--- src/rtl/cascaded_attitude_rate_pid_defines.svh ---
// assertion macros used by the controller sequencer (carpid_ctrl)
`ifndef CASCADED_ATTITUDE_RATE_PID_DEFINES_SVH
`define CASCADED_ATTITUDE_RATE_PID_DEFINES_SVH

// same-cycle implication, checked outside reset
`define CARPID_ASSERT_SAME(lbl, ante, cons, msg) \
  lbl: assert property (@(posedge clk) disable iff (!rst_n) (ante) |-> (cons)) \
    else $error(msg);

// next-cycle implication, checked outside reset
`define CARPID_ASSERT_NEXT(lbl, ante, cons, msg) \
  lbl: assert property (@(posedge clk) disable iff (!rst_n) (ante) |=> (cons)) \
    else $error(msg);

`endif

--- src/rtl/carpid_pkg.sv ---
package carpid_pkg;

  typedef struct packed {
    logic signed [15:0] cmd_roll;
    logic signed [15:0] cmd_pitch;
    logic signed [15:0] cmd_heading;
    logic signed [15:0] sin_roll;
    logic signed [15:0] sin_pitch;
    logic        [15:0] heading;
    logic signed [15:0] gyro_x;
    logic signed [15:0] gyro_y;
    logic signed [15:0] gyro_z;
  } carpid_in_t;

  typedef struct packed {
    logic signed [15:0] roll_out;
    logic signed [15:0] pitch_out;
    logic signed [15:0] yaw_out;
  } carpid_out_t;

  // register indexes
  localparam logic [2:0] REG_TILT_KI   = 3'd0;
  localparam logic [2:0] REG_RATE_KI   = 3'd1;
  localparam logic [2:0] REG_YAW_KI    = 3'd2;
  localparam logic [2:0] REG_ROLL_GAIN = 3'd3;
  localparam logic [2:0] REG_PTCH_GAIN = 3'd4;
  localparam logic [2:0] REG_YAW_GAIN  = 3'd5;
  localparam logic [2:0] REG_YAW_DIR   = 3'd6;

  // axis codes
  localparam logic [1:0] AX_ROLL  = 2'd0;
  localparam logic [1:0] AX_PITCH = 2'd1;
  localparam logic [1:0] AX_YAW   = 2'd2;

  // multiplier operand selects
  localparam logic [2:0] MUL_NONE = 3'd0;
  localparam logic [2:0] MUL_TILT = 3'd1;
  localparam logic [2:0] MUL_KI   = 3'd2;
  localparam logic [2:0] MUL_KP   = 3'd3;
  localparam logic [2:0] MUL_KD   = 3'd4;
  localparam logic [2:0] MUL_DIR  = 3'd5;

  // uses of the registered product
  localparam logic [2:0] UPD_NONE = 3'd0;
  localparam logic [2:0] UPD_TILT = 3'd1;
  localparam logic [2:0] UPD_ERR  = 3'd2;
  localparam logic [2:0] UPD_RINT = 3'd3;
  localparam logic [2:0] UPD_ACCP = 3'd4;
  localparam logic [2:0] UPD_ACCD = 3'd5;
  localparam logic [2:0] UPD_YAW  = 3'd6;

  localparam logic signed [26:0] INT_LIMIT     = 27'sd32768000;
  localparam logic signed [26:0] INT_LIMIT_NEG = -27'sd32768000;

  typedef struct packed {
    logic       load;
    logic [2:0] mul_op;
    logic [1:0] mul_ax;
    logic [2:0] upd_op;
    logic [1:0] upd_ax;
    logic       out_load;
  } carpid_cmd_t;

endpackage

--- src/rtl/cascaded_attitude_rate_pid.sv ---
// Cascaded attitude and rate controller, one control tick per input transfer: an outer PI
// loop turns roll and pitch tilt errors into rate setpoints, an inner PID loop per axis
// acts on rate error and gives roll, pitch and yaw drives (yaw times the direction sign).
// One tick is worked at a time by a single 17x16 signed multiplier stepped through sixteen
// operations by the controller; after the last step the result is loaded into the output
// register once that is free, raising out_valid, and only then is the next input taken. A
// finished result waits in the output register while the next tick is
// computed. Configuration writes are always ready and take effect at once; write them only
// while no tick is in progress. Integral and derivative state is cleared by reset.
module cascaded_attitude_rate_pid import carpid_pkg::*; (
  input  logic        clk,
  input  logic        rst_n,
  // input transfer
  input  logic        in_valid,
  output logic        in_stall,
  input  carpid_in_t  in_data,
  // result transfer
  output logic        out_valid,
  input  logic        out_stall,
  output carpid_out_t out_data,
  // configuration writes
  input  logic        cfg_valid,
  output logic        cfg_ready,
  input  logic [2:0]  cfg_index,
  input  logic [31:0] cfg_data
);

  carpid_cmd_t cmd;

  // registers are plain flops, never busy
  assign cfg_ready = 1'b1;

  // sequencer: idle, sixteen multiply and update steps, output load
  carpid_ctrl u_ctrl (
    .clk       (clk),
    .rst_n     (rst_n),
    .in_valid  (in_valid),
    .in_stall  (in_stall),
    .out_valid (out_valid),
    .out_stall (out_stall),
    .cmd       (cmd)
  );

  // gains, loop state, shared multiplier and output register
  carpid_dp u_dp (
    .clk       (clk),
    .rst_n     (rst_n),
    .in_data   (in_data),
    .cfg_we    (cfg_valid & cfg_ready),
    .cfg_index (cfg_index),
    .cfg_data  (cfg_data),
    .cmd       (cmd),
    .out_data  (out_data)
  );

endmodule

--- src/rtl/carpid_ctrl.sv ---
`include "cascaded_attitude_rate_pid_defines.svh"

module carpid_ctrl import carpid_pkg::*; (
  input  logic        clk,
  input  logic        rst_n,
  input  logic        in_valid,
  output logic        in_stall,
  output logic        out_valid,
  input  logic        out_stall,
  output carpid_cmd_t cmd
);

  localparam logic [1:0] ST_IDLE = 2'd0;
  localparam logic [1:0] ST_RUN  = 2'd1;
  localparam logic [1:0] ST_FIN  = 2'd2;

  localparam logic [4:0] STEP_FIRST = 5'd1;
  localparam logic [4:0] STEP_LAST  = 5'd16;

  logic [1:0] state_r, state_nxt;
  logic [4:0] step_r, step_nxt;
  logic       out_valid_r, out_valid_nxt;

  assign in_stall  = (state_r != ST_IDLE);
  assign out_valid = out_valid_r;

  always_comb begin
    state_nxt = state_r;
    step_nxt  = step_r;
    cmd       = '0;
    unique case (state_r)
      ST_IDLE: begin
        if (in_valid) begin
          cmd.load  = 1'b1;
          state_nxt = ST_RUN;
          step_nxt  = STEP_FIRST;
        end
      end
      ST_RUN: begin
        step_nxt = step_r + 5'd1;
        if (step_r == STEP_LAST) state_nxt = ST_FIN;
        unique case (step_r)
          5'd1: begin
            cmd.mul_op = MUL_TILT; cmd.mul_ax = AX_ROLL;
          end
          5'd2: begin
            cmd.mul_op = MUL_TILT; cmd.mul_ax = AX_PITCH;
            cmd.upd_op = UPD_TILT; cmd.upd_ax = AX_ROLL;
          end
          5'd3: begin
            cmd.upd_op = UPD_TILT; cmd.upd_ax = AX_PITCH;
          end
          5'd4: begin
            cmd.upd_op = UPD_ERR;
          end
          5'd5: begin
            cmd.mul_op = MUL_KI; cmd.mul_ax = AX_ROLL;
          end
          5'd6: begin
            cmd.mul_op = MUL_KP;   cmd.mul_ax = AX_ROLL;
            cmd.upd_op = UPD_RINT; cmd.upd_ax = AX_ROLL;
          end
          5'd7: begin
            cmd.mul_op = MUL_KD;   cmd.mul_ax = AX_ROLL;
            cmd.upd_op = UPD_ACCP; cmd.upd_ax = AX_ROLL;
          end
          5'd8: begin
            cmd.mul_op = MUL_KI;   cmd.mul_ax = AX_PITCH;
            cmd.upd_op = UPD_ACCD; cmd.upd_ax = AX_ROLL;
          end
          5'd9: begin
            cmd.mul_op = MUL_KP;   cmd.mul_ax = AX_PITCH;
            cmd.upd_op = UPD_RINT; cmd.upd_ax = AX_PITCH;
          end
          5'd10: begin
            cmd.mul_op = MUL_KD;   cmd.mul_ax = AX_PITCH;
            cmd.upd_op = UPD_ACCP; cmd.upd_ax = AX_PITCH;
          end
          5'd11: begin
            cmd.mul_op = MUL_KI;   cmd.mul_ax = AX_YAW;
            cmd.upd_op = UPD_ACCD; cmd.upd_ax = AX_PITCH;
          end
          5'd12: begin
            cmd.mul_op = MUL_KP;   cmd.mul_ax = AX_YAW;
            cmd.upd_op = UPD_RINT; cmd.upd_ax = AX_YAW;
          end
          5'd13: begin
            cmd.mul_op = MUL_KD;   cmd.mul_ax = AX_YAW;
            cmd.upd_op = UPD_ACCP; cmd.upd_ax = AX_YAW;
          end
          5'd14: begin
            cmd.upd_op = UPD_ACCD; cmd.upd_ax = AX_YAW;
          end
          5'd15: begin
            cmd.mul_op = MUL_DIR;
          end
          5'd16: begin
            cmd.upd_op = UPD_YAW;
          end
          default: ;
        endcase
      end
      ST_FIN: begin
        if (!out_valid_r || !out_stall) begin
          cmd.out_load = 1'b1;
          state_nxt    = ST_IDLE;
        end
      end
      default: state_nxt = ST_IDLE;
    endcase
  end

  assign out_valid_nxt = cmd.out_load | (out_valid_r & out_stall);

  always_ff @(posedge clk) begin
    if (!rst_n) begin
      state_r     <= ST_IDLE;
      step_r      <= '0;
      out_valid_r <= 1'b0;
    end else begin
      state_r     <= state_nxt;
      step_r      <= step_nxt;
      out_valid_r <= out_valid_nxt;
    end
  end

  `CARPID_ASSERT_NEXT(a_accept_starts, in_valid && !in_stall, state_r == ST_RUN && step_r == STEP_FIRST, "accepted item did not start the sequence")
  `CARPID_ASSERT_NEXT(a_run_finishes, state_r == ST_RUN && step_r == STEP_LAST, state_r == ST_FIN, "sequence did not reach finish")
  `CARPID_ASSERT_NEXT(a_no_overwrite, state_r == ST_FIN && out_valid_r && out_stall, state_r == ST_FIN && out_valid_r, "waiting result overwritten")

endmodule

--- src/rtl/carpid_dp.sv ---
module carpid_dp import carpid_pkg::*; (
  input  logic        clk,
  input  logic        rst_n,
  input  carpid_in_t  in_data,
  input  logic        cfg_we,
  input  logic [2:0]  cfg_index,
  input  logic [31:0] cfg_data,
  input  carpid_cmd_t cmd,
  output carpid_out_t out_data
);

  // clamped accumulate of a product shifted right by 8
  function automatic logic [25:0] integ(input logic [25:0] acc, input logic [32:0] p);
    logic signed [26:0] sum;
    sum = {acc[25], acc} + {{2{p[32]}}, p[32:8]};
    if (sum > INT_LIMIT)          integ = INT_LIMIT[25:0];
    else if (sum < INT_LIMIT_NEG) integ = INT_LIMIT_NEG[25:0];
    else                          integ = sum[25:0];
  endfunction

  // integral shifted right by 16, sign extended to 16 bits
  function automatic logic [15:0] int_hi(input logic [25:0] v);
    int_hi = {{6{v[25]}}, v[25:16]};
  endfunction

  logic [15:0] ti_gain_r, ti_gain_nxt;
  logic [15:0] ri_gain_r, ri_gain_nxt;
  logic [15:0] yi_gain_r, yi_gain_nxt;
  logic [31:0] roll_g_r, roll_g_nxt;
  logic [31:0] pitch_g_r, pitch_g_nxt;
  logic [31:0] yaw_g_r, yaw_g_nxt;
  logic [1:0]  yaw_dir_r, yaw_dir_nxt;

  logic [15:0] ang_roll_r, ang_pitch_r, ang_yaw_r;
  logic [15:0] gyro_x_r, gyro_y_r, gyro_z_r;

  logic [25:0] tint_r [2];
  logic [25:0] tint_nxt [2];
  logic [25:0] rint_r [3];
  logic [25:0] rint_nxt [3];
  logic [15:0] prev_r [3];
  logic [15:0] prev_nxt [3];
  logic [15:0] err_r [3];
  logic [15:0] err_nxt [3];
  logic [15:0] dif_r [3];
  logic [15:0] dif_nxt [3];
  logic [15:0] ctl_r [3];
  logic [15:0] ctl_nxt [3];

  logic signed [16:0] mul_a;
  logic signed [15:0] mul_b;
  logic signed [32:0] prod_r, prod_nxt;
  logic [31:0]        rate_gains;
  logic [15:0]        set_roll, set_pitch;
  carpid_out_t        out_r, out_nxt;

  // configuration registers
  always_comb begin
    ti_gain_nxt = ti_gain_r;
    ri_gain_nxt = ri_gain_r;
    yi_gain_nxt = yi_gain_r;
    roll_g_nxt  = roll_g_r;
    pitch_g_nxt = pitch_g_r;
    yaw_g_nxt   = yaw_g_r;
    yaw_dir_nxt = yaw_dir_r;
    if (cfg_we) begin
      unique case (cfg_index)
        REG_TILT_KI:   ti_gain_nxt = cfg_data[15:0];
        REG_RATE_KI:   ri_gain_nxt = cfg_data[15:0];
        REG_YAW_KI:    yi_gain_nxt = cfg_data[15:0];
        REG_ROLL_GAIN: roll_g_nxt  = cfg_data;
        REG_PTCH_GAIN: pitch_g_nxt = cfg_data;
        REG_YAW_GAIN:  yaw_g_nxt   = cfg_data;
        REG_YAW_DIR:   yaw_dir_nxt = cfg_data[1:0];
        default: ;
      endcase
    end
  end

  // shared multiplier operands
  always_comb begin
    case (cmd.mul_ax)
      AX_ROLL:  rate_gains = roll_g_r;
      AX_PITCH: rate_gains = pitch_g_r;
      default:  rate_gains = yaw_g_r;
    endcase
  end

  always_comb begin
    mul_a = '0;
    mul_b = '0;
    case (cmd.mul_op)
      MUL_TILT: begin
        mul_a = {1'b0, ti_gain_r};
        mul_b = (cmd.mul_ax == AX_ROLL) ? ang_roll_r : ang_pitch_r;
      end
      MUL_KI: begin
        mul_a = {1'b0, (cmd.mul_ax == AX_YAW) ? yi_gain_r : ri_gain_r};
        mul_b = err_r[cmd.mul_ax];
      end
      MUL_KP: begin
        mul_a = {1'b0, rate_gains[31:16]};
        mul_b = err_r[cmd.mul_ax];
      end
      MUL_KD: begin
        mul_a = {1'b0, rate_gains[15:0]};
        mul_b = dif_r[cmd.mul_ax];
      end
      MUL_DIR: begin
        mul_a = {{15{yaw_dir_r[1]}}, yaw_dir_r};
        mul_b = ctl_r[AX_YAW];
      end
      default: ;
    endcase
  end

  assign prod_nxt = 33'(mul_a) * 33'(mul_b);

  // rate setpoints from tilt error plus tilt integral
  assign set_roll  = ang_roll_r + int_hi(tint_r[0]);
  assign set_pitch = ang_pitch_r + int_hi(tint_r[1]);

  always_comb begin
    tint_nxt = tint_r;
    rint_nxt = rint_r;
    prev_nxt = prev_r;
    err_nxt  = err_r;
    dif_nxt  = dif_r;
    ctl_nxt  = ctl_r;
    case (cmd.upd_op)
      UPD_TILT: tint_nxt[cmd.upd_ax[0]] = integ(tint_r[cmd.upd_ax[0]], prod_r);
      UPD_ERR: begin
        err_nxt[0] = {{2{set_roll[15]}}, set_roll[15:2]} - gyro_y_r;
        err_nxt[1] = {{2{set_pitch[15]}}, set_pitch[15:2]} - gyro_x_r;
        err_nxt[2] = ang_yaw_r - gyro_z_r;
        for (int i = 0; i < 3; i++) begin
          dif_nxt[i]  = err_nxt[i] - prev_r[i];
          prev_nxt[i] = err_nxt[i];
        end
      end
      UPD_RINT: rint_nxt[cmd.upd_ax] = integ(rint_r[cmd.upd_ax], prod_r);
      UPD_ACCP: ctl_nxt[cmd.upd_ax] = prod_r[31:16] + int_hi(rint_r[cmd.upd_ax]);
      UPD_ACCD: ctl_nxt[cmd.upd_ax] = ctl_r[cmd.upd_ax] + prod_r[31:16];
      UPD_YAW:  ctl_nxt[AX_YAW] = prod_r[15:0];
      default: ;
    endcase
  end

  always_comb begin
    out_nxt = out_r;
    if (cmd.out_load) out_nxt = {ctl_r[AX_ROLL], ctl_r[AX_PITCH], ctl_r[AX_YAW]};
  end

  assign out_data = out_r;

  always_ff @(posedge clk) begin
    if (!rst_n) begin
      ti_gain_r <= '0;
      ri_gain_r <= '0;
      yi_gain_r <= '0;
      roll_g_r  <= '0;
      pitch_g_r <= '0;
      yaw_g_r   <= '0;
      yaw_dir_r <= 2'b01;
      tint_r    <= '{default: '0};
      rint_r    <= '{default: '0};
      prev_r    <= '{default: '0};
    end else begin
      ti_gain_r <= ti_gain_nxt;
      ri_gain_r <= ri_gain_nxt;
      yi_gain_r <= yi_gain_nxt;
      roll_g_r  <= roll_g_nxt;
      pitch_g_r <= pitch_g_nxt;
      yaw_g_r   <= yaw_g_nxt;
      yaw_dir_r <= yaw_dir_nxt;
      tint_r    <= tint_nxt;
      rint_r    <= rint_nxt;
      prev_r    <= prev_nxt;
    end
  end

  // payload registers, plus the product and working registers that are not reset
  always_ff @(posedge clk) begin
    if (cmd.load) begin
      ang_roll_r  <= in_data.cmd_roll + in_data.sin_roll;
      ang_pitch_r <= in_data.cmd_pitch - in_data.sin_pitch;
      ang_yaw_r   <= in_data.heading - in_data.cmd_heading;
      gyro_x_r    <= in_data.gyro_x;
      gyro_y_r    <= in_data.gyro_y;
      gyro_z_r    <= in_data.gyro_z;
    end
    prod_r <= prod_nxt;
    err_r  <= err_nxt;
    dif_r  <= dif_nxt;
    ctl_r  <= ctl_nxt;
    out_r  <= out_nxt;
  end

endmodule
--- config.mk ---
export PLATFORM = sky130hd
export DESIGN_NAME = cascaded_attitude_rate_pid
export DESIGN_NICKNAME = d
export VERILOG_FILES = /design/src/rtl/carpid_pkg.sv /design/src/rtl/cascaded_attitude_rate_pid.sv /design/src/rtl/carpid_ctrl.sv /design/src/rtl/carpid_dp.sv
export VERILOG_INCLUDE_DIRS = /design/src /design/src/rtl
export SDC_FILE = /design/constraint.sdc
export NUM_CORES = 2
export LEC_CHECK = 0
export BUFFER_PORTS_ARGS = -buffer_cell sky130_fd_sc_hd__buf_2
export CORE_ASPECT_RATIO = 0.6
export CORE_UTILIZATION = 55
export DETAILED_ROUTE_END_ITERATION = 8
export PLACE_DENSITY = 0.73
export SYNTH_ARGS = -nofsm -noshare
export SYNTH_HDL_FRONTEND = slang
export SYNTH_SLANG_ARGS = --single-unit
--- constraint.sdc ---
create_clock -name clk -period 14.6 [get_ports clk]
set_input_delay 2.92 -clock clk [delete_from_list [all_inputs] [get_ports clk]]
set_output_delay 2.92 -clock clk [all_outputs]
set_load 0.05 [all_outputs]
==> summary by stage <==
GRT
The via count of the first global-routing pass came to 37500. The number of antenna violations at the first check in global routing was 3. After global routing the overflow that remains totals 0.

The pin count of the biggest net entering global routing is 90. The first-pass GRT wire length is 219000 um. The total global-route track usage is 32.2%.

STA
After layout, the minimum clock period comes to 10.06 ns. Setup violations remaining at the end of the flow were counted as 0. Summed over all failing endpoints, the final setup total negative slack is 0 ns. For this run, the top clock speed supported by timing is 99.4 MHz. At the pin with the least slew margin, the transition time is 1.23 ns. Hold timing on the final database bottoms out at a slack of 0.450 ns. The clock skew is 0.0376 ns. The number of hold violations in the final report was 0. The worst pin sits at a relative slew slack of 17.0%. Setup repair after global routing left no endpoint under its margin. The final max-slew violation count is 0. The post-route fraction of the period consumed by the critical path is 68.9%.

Floorplanning
In this run the horizontal extent of the chip is 381 um. The number of placement rows is 82. The total area inside the core boundary comes to 0.0843 mm^2. The effective utilization at floorplan is 56.2%. From bottom edge to top edge, the die measures 229 um. The die area is 0.0874 mm^2.

During I/O placement, the number of pins put on the boundary was 235.

Worst setup path
The cell with the biggest individual delay on the critical path is nor2_4. The critical path in this run is classified as reg2reg. The data required time of the critical path is 15.13 ns. The data arrival time at the worst-slack endpoint is 10.59 ns.

The depth of the most critical reg-to-reg path is 34. The register-to-register setup slack is 4.54 ns. In this run the worst setup path begins at u_ctrl.step_r[1]. The kind of launch point of the worst setup path is a flip-flop. The worst setup path is captured at a flip-flop. Along the worst path, the maximum fanout reaches 37. By instance count, the cell type seen most on the critical path is fa_1. For this run, the slowest stage of the critical path takes 0.58 ns. The startpoint of the lowest-slack register-to-register path is u_ctrl.step_r[1]. The most critical setup path has its endpoint at u_dp.prod_r[30]. The end of the worst register-to-register path is u_dp.prod_r[30].

Clock tree
The number of buffers inserted by hold repair at cts is 0. The number of buffers on the longest clock path is 3. The number of sinks on the clock net is 653. The root buffer cell chosen for the clock tree is clkbuf_16.

The post-CTS setup-driven buffer insertion count is 0. The number of cells upsized or downsized after cts is 0. The TritonCTS clock tree is yes. The clock insertion delay at the later pin of the skew report is 0.67 ns. The clock edge transition at the registers on the reported setup and hold paths is 0.07 ns.

The H-tree depth is 3. Clock tree synthesis inserted a total of 66 buffers.

Place
The wire-length estimate of the detail-placed layout is 108000 um. Routability-driven placement finished with a final weighted congestion of 1.00. The number of port buffers is 233.

Synthesis
The number of nets handed over by synthesis was 6133. The Yosys step of the flow raised 0 warnings. The sequential element share of the synthesized area is 33.7%.

In this run the mean area of a mapped cell was 8.90 um^2. The summed instance area of the synthesized netlist is 0.0474 mm^2. Counting flops with a built-in enable in the synthesized netlist gives 288. The unique cell type count in the Yosys netlist is 91. In the post-synthesis netlist, the cell with the most instances is nand2_1. In the synthesized netlist the async set-or-reset flop fraction comes to 0%. The largest area contributor in the netlist is edfxtp_1.

The share of synthesized area in the top cell type comes to 18.2%. The cell count after synthesis came out at 5326. In the synthesized netlist the dominant register cell turns out to be dfxtp_1. Sorting the synthesized cells by how often they occur yields nand2_1, inv_1, nor2_1.

The register bit total from synthesis is 653. In the post-synthesis netlist, the biggest area contributors are edfxtp_1, dfxtp_1, fa_1, ha_1, nand2_1.

Drt
The DRC marker count from the first detailed-route iteration is 4715. Wires add up to 142000 um. After detailed routing, the number of vias per cell comes to 6.04. For this run, design rule violations remaining after detail routing come to 0. The detail route stage leaves a number of antenna-violating nets equal to 0.

The per-cell routed wire length is 21.3 um. The number of optimization iterations in the first detailed-route pass is 6. The detailed router placed 40200 vias in this run.

Final layout
The share of final-layout standard cells stronger than drive strength 1 is 9.73%. From synthesis to final layout, the design area changed by 9.82%. In the final design database the tool counted 6274 nets. For this run, the share of the core covered by cells in the final layout is 61.7%.

Power and ir drop
The maximum vdd ir drop is 0.0817 mV. The power density over cell area is 94.1 mW/mm^2. For this design the static power due to leakage is 0.0218 uW.

Status
The flow ran to the end, and the final reports show no timing, DRC or antenna violations.

Worst hold path
The min-delay analysis places its worst path in the category reg2reg.

Job
The tool flagged a number of max-cap violations equal to 0.
## through the flow
stage / instance area [um^2] / total power (uW) / setup WS [ns] / cells
after floorplan: 47400 / 2830 / 5.74 / 5326
after global placement: 49900 / 3110 / 4.92 / 6533
after detailed placement: 49900 / 3140 / 4.72 / 6533
after CTS: 52000 / 4880 / 4.67 / 6652
after global routing: 52000 / 5080 / 3.92 / 6654
final: 52000 / 4900 / 4.54 / 6654
## sequential cells by signal, indices dropped and copies added (netlist names), 32 cells and up
signal,cells
u_dp.pitch_g_r,32
u_dp.yaw_g_r,32
u_dp.prod_r,33
u_dp.prev_r,48
u_dp.out_data,48
u_dp.rint_r,78
u_dp.dif_r,48
u_dp.tint_r,52
u_dp.err_r,48
u_dp.roll_g_r,32
u_dp.ctl_r,48
## worst max-delay path, delay by kind of cell, from the launching register on
| kind | cells | cell delay (ns) |
|---|---|---|
| adder cells (fa/ha/maj) | 8 | 3.78 |
| AO/OA/AOI/OAI | 10 | 2.34 |
| AND/OR/NAND/NOR | 8 | 2.32 |
| buffers and inverters | 7 | 0.94 |
| flip-flops | 1 | 0.34 |
| XOR/XNOR | 1 | 0.17 |
## report_power, final
| group | total [uW] | switching, uW | internal [uW] |
|---|---|---|---|
| clock | 1760 | 789 | 971 |
| combinational | 1100 | 686 | 416 |
| sequential | 2040 | 34.4 | 2000 |
| total | 4900 | 1510 | 3390 |
## cells in the final DEF (no fill, tap or decap), drive strengths merged, types with 35 or more instances in the layout
cell | netlist | routed
dfxtp | 365 | 365
a21o | 77 | 77
ha | 334 | 334
o22ai | 50 | 50
nand3 | 125 | 125
a22o | 41 | 41
nand2b | 40 | 40
inv | 533 | 538
nor3 | 99 | 99
o21ai | 188 | 188
fa | 289 | 289
edfxtp | 288 | 288
o211ai | 49 | 49
o31ai | 66 | 66
and3 | 39 | 39
buf | 24 | 313
nor2 | 452 | 452
or2 | 39 | 39
a21oi | 401 | 401
clkbuf | 216 | 88
nand2 | 759 | 759
mux2i | 35 | 35
a22oi | 81 | 81
xor2 | 70 | 70
xnor2 | 158 | 158
a211oi | 67 | 67
nor2b | 48 | 48
## cell type report
type,instances,area [um^2]
antenna,2,5.00
fill,7227,32300
inverter,533,2010
multi-input combinational,3900,28700
sequential,653,16000
clock buffer,88,1830
clock inverter,31,350
timing repair buffer,313,1770
tap,1134,1420
## worst min path at each step
stage | from | end | slack (ns) | depth (start not counted)
after floorplan | u_dp.rint_r[55] | u_dp.rint_r[55] | 0.42 | 2
after global placement | u_dp.rint_r[59] | u_dp.rint_r[59] | 0.43 | 2
after detailed placement | u_dp.ctl_r[32] | u_dp.out_data[32] | 0.44 | 0
after CTS | u_dp.roll_g_r[0] | u_dp.roll_g_r[0] | 0.45 | 2
after global routing | u_dp.ctl_r[25] | u_dp.out_data[25] | 0.46 | 0
final | u_dp.ctl_r[19] | u_dp.out_data[19] | 0.45 | 0
## kinds of logic after synthesis
| family | after synthesis | synth area share [%] |
|---|---|---|
| AND/OR/NAND/NOR | 1728 | 16.0 |
| AO/OA/AOI/OAI | 1251 | 17.3 |
| buffers and inverters | 773 | 6.20 |
| flip-flops | 653 | 33.7 |
| adder cells (fa/ha/maj) | 628 | 21.1 |
| XOR/XNOR | 228 | 4.21 |
| multiplexers | 64 | 1.43 |
| other | 1 | 0.00791 |
## layer usage
layer	global-route usage, %	vias to the layer above	part of all wire [%]
li1	-	18700	-
met2	43.3	2017	39
met5	0	-	0.0071
met4	7.40	2	2.4
met3	9.67	248	12
met1	49.7	19200	46
Note: power is estimated with default switching activity, not from simulation.
